## config.mk

```make
export PLATFORM = sky130hd
export DESIGN_NAME = lfu_cache_core
export DESIGN_NICKNAME = d
export VERILOG_FILES = /design/src/sv/lfu_pkg.sv /design/src/sv/lfu_cache_core.sv
export VERILOG_INCLUDE_DIRS = /design/src /design/src/sv
export SDC_FILE = /design/constraint.sdc
export NUM_CORES = 2
export LEC_CHECK = 0
export BUFFER_PORTS_ARGS = -buffer_cell sky130_fd_sc_hd__buf_2
export CORE_MARGIN = 2
export CORE_UTILIZATION = 55
export DETAILED_ROUTE_END_ITERATION = 7
export HOLD_SLACK_MARGIN = 0.05
export PLACE_DENSITY = 0.78
export SYNTH_ARGS = -nofsm -noshare
export SYNTH_HDL_FRONTEND = slang
export SYNTH_SLANG_ARGS = --single-unit
```

## constraint.sdc

```tcl
create_clock -name clock -period 5.8 [get_ports clock]
set_clock_uncertainty 0.2 [all_clocks]
set_input_delay 1.16 -clock clock [delete_from_list [all_inputs] [get_ports clock]]
set_output_delay 1.16 -clock clock [all_outputs]
set_load 0.02 [all_outputs]
```

## src/sv/lfu_cache_core_macros.svh

```systemverilog
// ---------------------------------------------------------------------------
// lfu cache core assertion macros
// concurrent assertion wrappers, clocked on clock and disabled in reset
// ---------------------------------------------------------------------------
`ifndef LFU_CACHE_CORE_MACROS_SVH
`define LFU_CACHE_CORE_MACROS_SVH

`ifndef SYNTHESIS

// same-cycle implication
`define LFU_ASSERT_SAME(lbl, ante, cons, msg) \
   lbl: assert property (@(posedge clock) disable iff (reset) (ante) |-> (cons)) \
      else $error(msg);

// next-cycle implication
`define LFU_ASSERT_NEXT(lbl, ante, cons, msg) \
   lbl: assert property (@(posedge clock) disable iff (reset) (ante) |=> (cons)) \
      else $error(msg);

`else

`define LFU_ASSERT_SAME(lbl, ante, cons, msg)
`define LFU_ASSERT_NEXT(lbl, ante, cons, msg)

`endif

`endif

```

## src/sv/lfu_pkg.sv

```systemverilog
// ---------------------------------------------------------------------------
// lfu cache package
// sizes, widths, request codes and sequencer state type of the lfu cache core
// ---------------------------------------------------------------------------
package lfu_pkg;

   // store geometry
   localparam int ENTRIES    = 16;
   localparam int IDX_W      = $clog2(ENTRIES);
   localparam int OCC_W      = $clog2(ENTRIES + 1);
   localparam int COUNT_BITS = 16;

   // fixed field widths
   localparam int KEY_W = 32;
   localparam int VAL_W = 32;
   localparam int CAP_W = 5;

   // request codes
   localparam logic ACT_GET = 1'b0;
   localparam logic ACT_PUT = 1'b1;

   // sequencer states
   typedef enum logic [1:0] {
      ST_IDLE,
      ST_SCAN,
      ST_UPDATE
   } state_type;

endpackage

```

## src/sv/lfu_cache_core.sv

```systemverilog
// ---------------------------------------------------------------------------
// lfu cache core
// fully associative key/value store, least-frequently-used replacement with
// least-recently-used tie break, scanned one entry per cycle by one compare unit
// ---------------------------------------------------------------------------
// a request is latched at the accepting edge, scanned in ST_SCAN and applied in ST_UPDATE,
//    and rsp_valid is registered from ST_UPDATE; a new request is accepted only in ST_IDLE,
//    after the entry scan through the single key/count compare unit and the update cycle
// busy is high in the scan and update states and falls in the cycle of the response
//    strobe, which lasts one cycle and cannot be stalled
// reset: synchronous, clears all entry valid bits and occupancy and sets capacity to 16
`include "lfu_cache_core_macros.svh"

module lfu_cache_core
   import lfu_pkg::*;
(
   input  logic                    clock,
   input  logic                    reset,
   // request channel
   input  logic                    start,
   output logic                    busy,
   input  logic                    req_action,
   input  logic signed [KEY_W-1:0] req_lookup_key,
   input  logic signed [VAL_W-1:0] req_write_value,
   // response channel
   output logic                    rsp_valid,
   output logic                    rsp_hit,
   output logic signed [VAL_W-1:0] rsp_read_value,
   output logic                    rsp_evicted,
   output logic signed [KEY_W-1:0] rsp_evicted_key,
   // capacity register write
   input  logic                    csr_valid,
   output logic                    csr_ready,
   input  logic [CAP_W-1:0]        csr_wdata
);

   // entry store
   logic [ENTRIES-1:0]    valid_ff;
   logic [KEY_W-1:0]      key_ff   [ENTRIES];
   logic [VAL_W-1:0]      data_ff  [ENTRIES];
   logic [COUNT_BITS-1:0] count_ff [ENTRIES];
   logic [IDX_W-1:0]      rank_ff  [ENTRIES];
   logic [OCC_W-1:0]      occ_ff;
   logic [CAP_W-1:0]      capacity_ff;

   // sequencer
   state_type             state_ff, state_in;
   logic [IDX_W-1:0]      idx_ff;
   logic                  accept, scan_en, upd_en, scan_last;

   // latched request
   logic                  op_ff;
   logic [KEY_W-1:0]      req_key_ff;
   logic [VAL_W-1:0]      req_val_ff;

   // scan results
   logic                  m_found_ff, v_found_ff, f_found_ff;
   logic [IDX_W-1:0]      m_idx_ff, v_idx_ff, f_idx_ff;
   logic [VAL_W-1:0]      m_data_ff;
   logic [COUNT_BITS-1:0] m_cnt_ff, v_cnt_ff;
   logic [IDX_W-1:0]      m_rank_ff, v_rank_ff;
   logic [KEY_W-1:0]      v_key_ff;

   // response registers
   logic                  rsp_valid_ff, rsp_hit_ff, rsp_evicted_ff;
   logic [VAL_W-1:0]      rsp_read_value_ff;
   logic [KEY_W-1:0]      rsp_evicted_key_ff;

   // shared compare unit signals
   logic                  cur_valid, cur_match, cur_better;
   logic [COUNT_BITS-1:0] cur_cnt;
   logic [IDX_W-1:0]      cur_rank;

   // update decisions
   logic [OCC_W-1:0]      cap_eff;
   logic                  get_hit, put_hit, put_new, do_evict, do_fill, do_touch, do_insert;
   logic [IDX_W-1:0]      t_slot;
   logic [OCC_W-1:0]      t_rank;
   logic [COUNT_BITS-1:0] bumped_cnt;

   // ------------------------------------------------------------------
   // sequencer next state
   always_comb begin
      state_in = state_ff;
      unique case (state_ff)
         ST_IDLE:   if (start) state_in = ST_SCAN;
         ST_SCAN:   if (scan_last) state_in = ST_UPDATE;
         ST_UPDATE: state_in = ST_IDLE;
         default:   state_in = ST_IDLE;
      endcase
   end

   // sequencer outputs
   always_comb begin
      busy    = 1'b1;
      scan_en = 1'b0;
      upd_en  = 1'b0;
      unique case (state_ff)
         ST_IDLE:   busy    = 1'b0;
         ST_SCAN:   scan_en = 1'b1;
         ST_UPDATE: upd_en  = 1'b1;
         default:   busy    = 1'b1;
      endcase
   end

   assign accept    = start && !busy;
   assign scan_last = (idx_ff == IDX_W'(ENTRIES - 1));
   assign csr_ready = 1'b1;

   always_ff @(posedge clock) begin
      if (reset) begin
         state_ff <= ST_IDLE;
      end else begin
         state_ff <= state_in;
      end
   end

   // scan index
   always_ff @(posedge clock) begin
      if (reset) begin
         idx_ff <= '0;
      end else if (accept) begin
         idx_ff <= '0;
      end else if (scan_en) begin
         idx_ff <= idx_ff + IDX_W'(1);
      end
   end

   // request word latch
   always_ff @(posedge clock) begin
      if (accept) begin
         op_ff      <= req_action;
         req_key_ff <= req_lookup_key;
         req_val_ff <= req_write_value;
      end
   end

   // capacity register
   always_ff @(posedge clock) begin
      if (reset) begin
         capacity_ff <= CAP_W'(16);
      end else if (csr_valid && csr_ready) begin
         capacity_ff <= csr_wdata;
      end
   end

   // ------------------------------------------------------------------
   // shared compare unit: one entry per cycle during the scan
   assign cur_valid  = valid_ff[idx_ff];
   assign cur_cnt    = count_ff[idx_ff];
   assign cur_rank   = rank_ff[idx_ff];
   assign cur_match  = cur_valid && (key_ff[idx_ff] == req_key_ff);
   assign cur_better = cur_valid &&
                       (!v_found_ff || (cur_cnt < v_cnt_ff) ||
                        ((cur_cnt == v_cnt_ff) && (cur_rank > v_rank_ff)));

   // scan result tracking
   always_ff @(posedge clock) begin
      if (reset) begin
         m_found_ff <= 1'b0;
         v_found_ff <= 1'b0;
         f_found_ff <= 1'b0;
      end else if (accept) begin
         m_found_ff <= 1'b0;
         v_found_ff <= 1'b0;
         f_found_ff <= 1'b0;
      end else if (scan_en) begin
         if (cur_match && !m_found_ff) m_found_ff <= 1'b1;
         if (cur_better) v_found_ff <= 1'b1;
         if (!cur_valid && !f_found_ff) f_found_ff <= 1'b1;
      end
   end

   always_ff @(posedge clock) begin
      if (scan_en) begin
         if (cur_match && !m_found_ff) begin
            m_idx_ff  <= idx_ff;
            m_data_ff <= data_ff[idx_ff];
            m_cnt_ff  <= cur_cnt;
            m_rank_ff <= cur_rank;
         end
         if (cur_better) begin
            v_idx_ff  <= idx_ff;
            v_cnt_ff  <= cur_cnt;
            v_rank_ff <= cur_rank;
            v_key_ff  <= key_ff[idx_ff];
         end
         if (!cur_valid && !f_found_ff) begin
            f_idx_ff <= idx_ff;
         end
      end
   end

   // ------------------------------------------------------------------
   // update decisions
   assign cap_eff  = (capacity_ff > CAP_W'(ENTRIES)) ? OCC_W'(ENTRIES)
                                                     : OCC_W'(capacity_ff);
   assign get_hit  = (op_ff == ACT_GET) && m_found_ff;
   assign put_hit  = (op_ff == ACT_PUT) && (cap_eff != '0) && m_found_ff;
   assign put_new  = (op_ff == ACT_PUT) && (cap_eff != '0) && !m_found_ff;
   assign do_evict = put_new && (occ_ff >= cap_eff) && v_found_ff;
   assign do_fill  = put_new && !do_evict && f_found_ff;
   assign do_touch = get_hit || put_hit;
   assign do_insert = do_evict || do_fill;

   // slot that moves to the front and the rank it leaves behind
   always_comb begin
      priority if (do_touch) begin
         t_slot = m_idx_ff;
         t_rank = OCC_W'(m_rank_ff);
      end else if (do_evict) begin
         t_slot = v_idx_ff;
         t_rank = OCC_W'(v_rank_ff);
      end else begin
         t_slot = f_idx_ff;
         t_rank = occ_ff;
      end
   end

   // saturating use count bump
   assign bumped_cnt = (&m_cnt_ff) ? m_cnt_ff : m_cnt_ff + COUNT_BITS'(1);

   // entry valid bits and occupancy
   always_ff @(posedge clock) begin
      if (reset) begin
         valid_ff <= '0;
         occ_ff   <= '0;
      end else if (upd_en && do_insert) begin
         valid_ff[t_slot] <= 1'b1;
         if (do_fill) occ_ff <= occ_ff + OCC_W'(1);
      end
   end

   // key, data and count of the chosen slot
   always_ff @(posedge clock) begin
      if (upd_en) begin
         if (do_insert) begin
            key_ff[t_slot]   <= req_key_ff;
            data_ff[t_slot]  <= req_val_ff;
            count_ff[t_slot] <= COUNT_BITS'(1);
         end else if (do_touch) begin
            count_ff[t_slot] <= bumped_cnt;
            if (put_hit) data_ff[t_slot] <= req_val_ff;
         end
      end
   end

   // recency ranks: entries more recent than the moved slot age by one
   always_ff @(posedge clock) begin
      if (upd_en && (do_touch || do_insert)) begin
         for (int i = 0; i < ENTRIES; i++) begin
            if (IDX_W'(i) == t_slot) begin
               rank_ff[i] <= '0;
            end else if (valid_ff[i] && (OCC_W'(rank_ff[i]) < t_rank)) begin
               rank_ff[i] <= rank_ff[i] + IDX_W'(1);
            end
         end
      end
   end

   // ------------------------------------------------------------------
   // response word
   always_ff @(posedge clock) begin
      if (reset) begin
         rsp_valid_ff <= 1'b0;
      end else begin
         rsp_valid_ff <= upd_en;
      end
   end

   always_ff @(posedge clock) begin
      if (upd_en) begin
         rsp_hit_ff     <= m_found_ff;
         rsp_evicted_ff <= do_evict;
         if (op_ff == ACT_PUT) begin
            rsp_read_value_ff <= '0;
         end else if (m_found_ff) begin
            rsp_read_value_ff <= m_data_ff;
         end else begin
            rsp_read_value_ff <= '1;
         end
         rsp_evicted_key_ff <= do_evict ? v_key_ff : '0;
      end
   end

   assign rsp_valid       = rsp_valid_ff;
   assign rsp_hit         = rsp_hit_ff;
   assign rsp_read_value  = rsp_read_value_ff;
   assign rsp_evicted     = rsp_evicted_ff;
   assign rsp_evicted_key = rsp_evicted_key_ff;

   // ------------------------------------------------------------------
   // checks
   `LFU_ASSERT_SAME(a_occ_tracks_valid, 1'b1, $countones(valid_ff) == occ_ff, "occupancy off")
   `LFU_ASSERT_NEXT(a_rsp_single, rsp_valid, !rsp_valid, "strobe too long")
   `LFU_ASSERT_SAME(a_evict_on_miss, rsp_valid && rsp_evicted, !rsp_hit, "evict on hit")
   `LFU_ASSERT_NEXT(a_busy_after_start, start && !busy, busy && !rsp_valid, "busy not raised")

endmodule
```

==> results.txt <==
Status = finished, final reports clean
Latest clock arrival within the worst-skew pair = 780 ps
Yosys cell types = 74
Global-route usage over all layers = 0.263
Slew Viols, Final = 0
Drc violations = 0
Ys async rst share = 0
Sequential area share after synthesis = 0.737
Hold Crit Depth = 1
Synth Instances = 3297
Root buf cell = clkbuf_16
Seq cells post-synth = 1631
DIE WIDTH = 350 um
Reg2reg end = key_ff[0][24]$_DFFE_PP_
Worst slew margin = 0.229
FILL cells = 7809
Clock slew at reported path FFs = 60 ps
Leakage = 22.5 nW
Final setup violation count = 0
Post-route ant nets = 0
Hold Path Origin = state_ff[1]$_SDFFE_PP0P_
Antenna Cells = 0
Area of the multi-input gates = 16600 um^2
Top FF cell, synth = edfxtp_1
Crit end category = flip-flop
Initial Util = 0.556
Site Rows = 126
Final Worst Setup Slack = 808 ps
Vias in the first global route = 34900
Initial antenna violation count = 7
WL/cell = 30.0 um
Fin. Hold Viols = 0
CP Class = reg -> reg
P per Cell Area = 323 nW/um^2
Mapped Avg Cell Area = 20.0 um^2
YS warnings = 0
Post-CTS Setup Inserts = 0
Vias per inst = 6.54
Count of flip-flops with a built-in enable after synthesis = 1591
Worst Path Arrival = 5260 ps
Syn nets = 3463
# clock sinks = 1631
Reg area = 48600 um^2
Critical-path maximum fanout = 17
Worst-Margin Slew = 1160 ps
Largest net degree at the start of global routing = 97
R2R depth = 11
R2R Path Start = occ_ff[0]$_SDFFE_PP0P_
Cts hold-fix bufs = 0
Starting DRT DRC Count = 5279
Fin nets = 3713
Worst vdd ir = 0.305 mV
Setup_tns = 0 ps
RSZ-0062 raised after global routing = no
Worst Hold Class = reg -> reg
First-pass GRT wire length = 234000 um
Share of layout cells above drive strength 1 = 0.262
Buffers on Ports = 141
CTS tree = yes
Synth-to-Final Area Change = 13.0%
Minimum clock period = 4990 ps
Max cap viols = 0
CTS resizes = 0
Hpwl dp = 90300 um
Vias = 34500
Netlist Area Pre-Place = 65900 um^2
R2R Setup Slk = 810 ps
Die H = 350 um
H-Tree Depth = 4
Grt total ovfl = 0
Die area = 123000 um^2
Worst Path Required = 6070 ps
Post-layout util = 0.629
DP Worst Slack = 908 ps
CTS Buffer Depth = 3
GPL Wtd Cong = 0.916
Crit share post-route = 0.861
WL final = 159000 um
Core footprint = 118000 um^2
# IOs = 143
Min-Delay Endpoint = state_ff[0]$_SDFFE_PP0P_
Detailed Routing Iterations Pass 1 = 6
Crit path launch type = flip-flop
FMAX = 0.200 GHz
CTS Buf Count = 161
critical path, cell delays in order, from the launching register on:
cell and delay (ps):
dfxtp_1 390, inv_1 100, ha_1 300, nand2b_1 150, a21o_1 180, a21oi_1 240
o21ai_4 180, and2_4 280, a221oi_4 830, nand4_1 720, nor2_4 810, buf_12 270
registers in the layout (all words and copies together) (netlist names), 5 cells and up, named ones only:
name	cells
capacity_ff	5
rsp_read_value	32
req_key_ff	32
m_data_ff	32
count_ff	256
valid_ff	16
occ_ff	5
v_cnt_ff	16
req_val_ff	32
rsp_evicted_key	32
data_ff	512
m_cnt_ff	16
key_ff	512
v_key_ff	32
rank_ff	64
report_power, final:
| group | switching (mW) | internal, mW | leakage (nW) |
|---|---|---|---|
| clock network | 4.53 | 5.87 | 2.56 |
| logic | 0.336 | 0.267 | 5.89 |
| registers | 0.133 | 12.9 | 14.1 |
placed cells by master, fill, tap and decap left out, drive strengths merged, types with 36 or more instances in the layout:
cell    netlist  final
nor4         68     68
a21oi        72     72
nand3        58     58
buf          93    255
xnor2        36     36
nand2        60     60
edfxtp     1591   1591
dfxtp        40     40
clkbuf       75    199
mux4        359    359
inv          47     59
nor2        124    124
and3         61     61
xor2         43     43
mux2i        97     97
ha           92     92
clkinv        3     68
synthesized netlist by cell type, drive strengths merged (4+ instances only):
cell | n | area, um^2
a2111oi | 7 | 61.3
a211oi | 9 | 67.6
a21o | 25 | 188
a21oi | 72 | 360
a221o | 5 | 51.3
a221oi | 28 | 517
a22oi | 28 | 210
a31oi | 9 | 56.3
a32oi | 7 | 61.3
and2 | 10 | 67.6
and3 | 61 | 382
and3b | 16 | 140
and4 | 4 | 35.0
buf | 93 | 534
clkbuf | 75 | 282
dfxtp | 40 | 801
edfxtp | 1591 | 47800
ha | 92 | 1150
inv | 47 | 176
mux2 | 13 | 146
mux2i | 97 | 971
mux4 | 359 | 8090
nand2 | 60 | 225
nand2b | 11 | 68.8
nand3 | 58 | 290
nand4 | 30 | 188
nor2 | 124 | 473
nor2b | 16 | 100
nor3 | 9 | 45.0
nor3b | 6 | 45.0
nor4 | 68 | 518
nor4b | 17 | 161
o21a | 35 | 263
o21ai | 26 | 138
o22ai | 11 | 68.8
o2bb2ai | 18 | 158
xnor2 | 36 | 315
xor2 | 43 | 377
worst max path at each step:
stage	start	to	slack (ps)	cells past startpoint
finish	occ_ff[0]$_SDFFE_PP0P_	key_ff[0][24]$_DFFE_PP_	810	11
global route	occ_ff[0]$_SDFFE_PP0P_	key_ff[0][16]$_DFFE_PP_	660	11
CTS	flip-flop	v_key_ff[11]$_DFFE_PP_	840	13
detailed placement	occ_ff[0]$_SDFFE_PP0P_	key_ff[0][4]$_DFFE_PP_	910	11
global placement	flip-flop	m_data_ff[15]$_DFFE_PP_	1030	10
floorplan	flip-flop	v_cnt_ff[0]$_DFFE_PP_	520	17
routing by layer:
metal,part of all wire,global-route usage,wire [um]
met1,0.39,0.379,61300
met2,0.47,0.404,75000
met3,0.11,0.0520,17000
met5,0.000082,0,13
met4,0.033,0.0961,5280
through the flow:
stage,std cells,area [um^2],hold slack (ps),total power [mW]
final,5280,74400,293,24.1
after global routing,5280,74400,303,24.6
after CTS,5280,74400,290,24.1
after detailed placement,4984,69200,279,13.9
after global placement,4984,69200,265,13.9
after floorplan,3297,65900,241,13.7
kinds of logic after synthesis:
logic type	synth area share
muxes	0.140
adders and majority gates	0.0175
xor gates and xnor gates	0.0105
and+or+nand+nor	0.0429
buffers and inverters	0.0152
other	0.0000569
DFF	0.737
AOI/OAI and AO/OA	0.0367
area by class of cell:
class / count / area share
inverters: 50 / 0.00255
flip-flops and latches: 1631 / 0.653
well taps: 1600 / 0.0269
repair buffers: 255 / 0.0233
clock buffers: 199 / 0.0562
clock inverters: 97 / 0.0148
multi-input cells: 1448 / 0.223
Power figures use the tool's default switching activity.
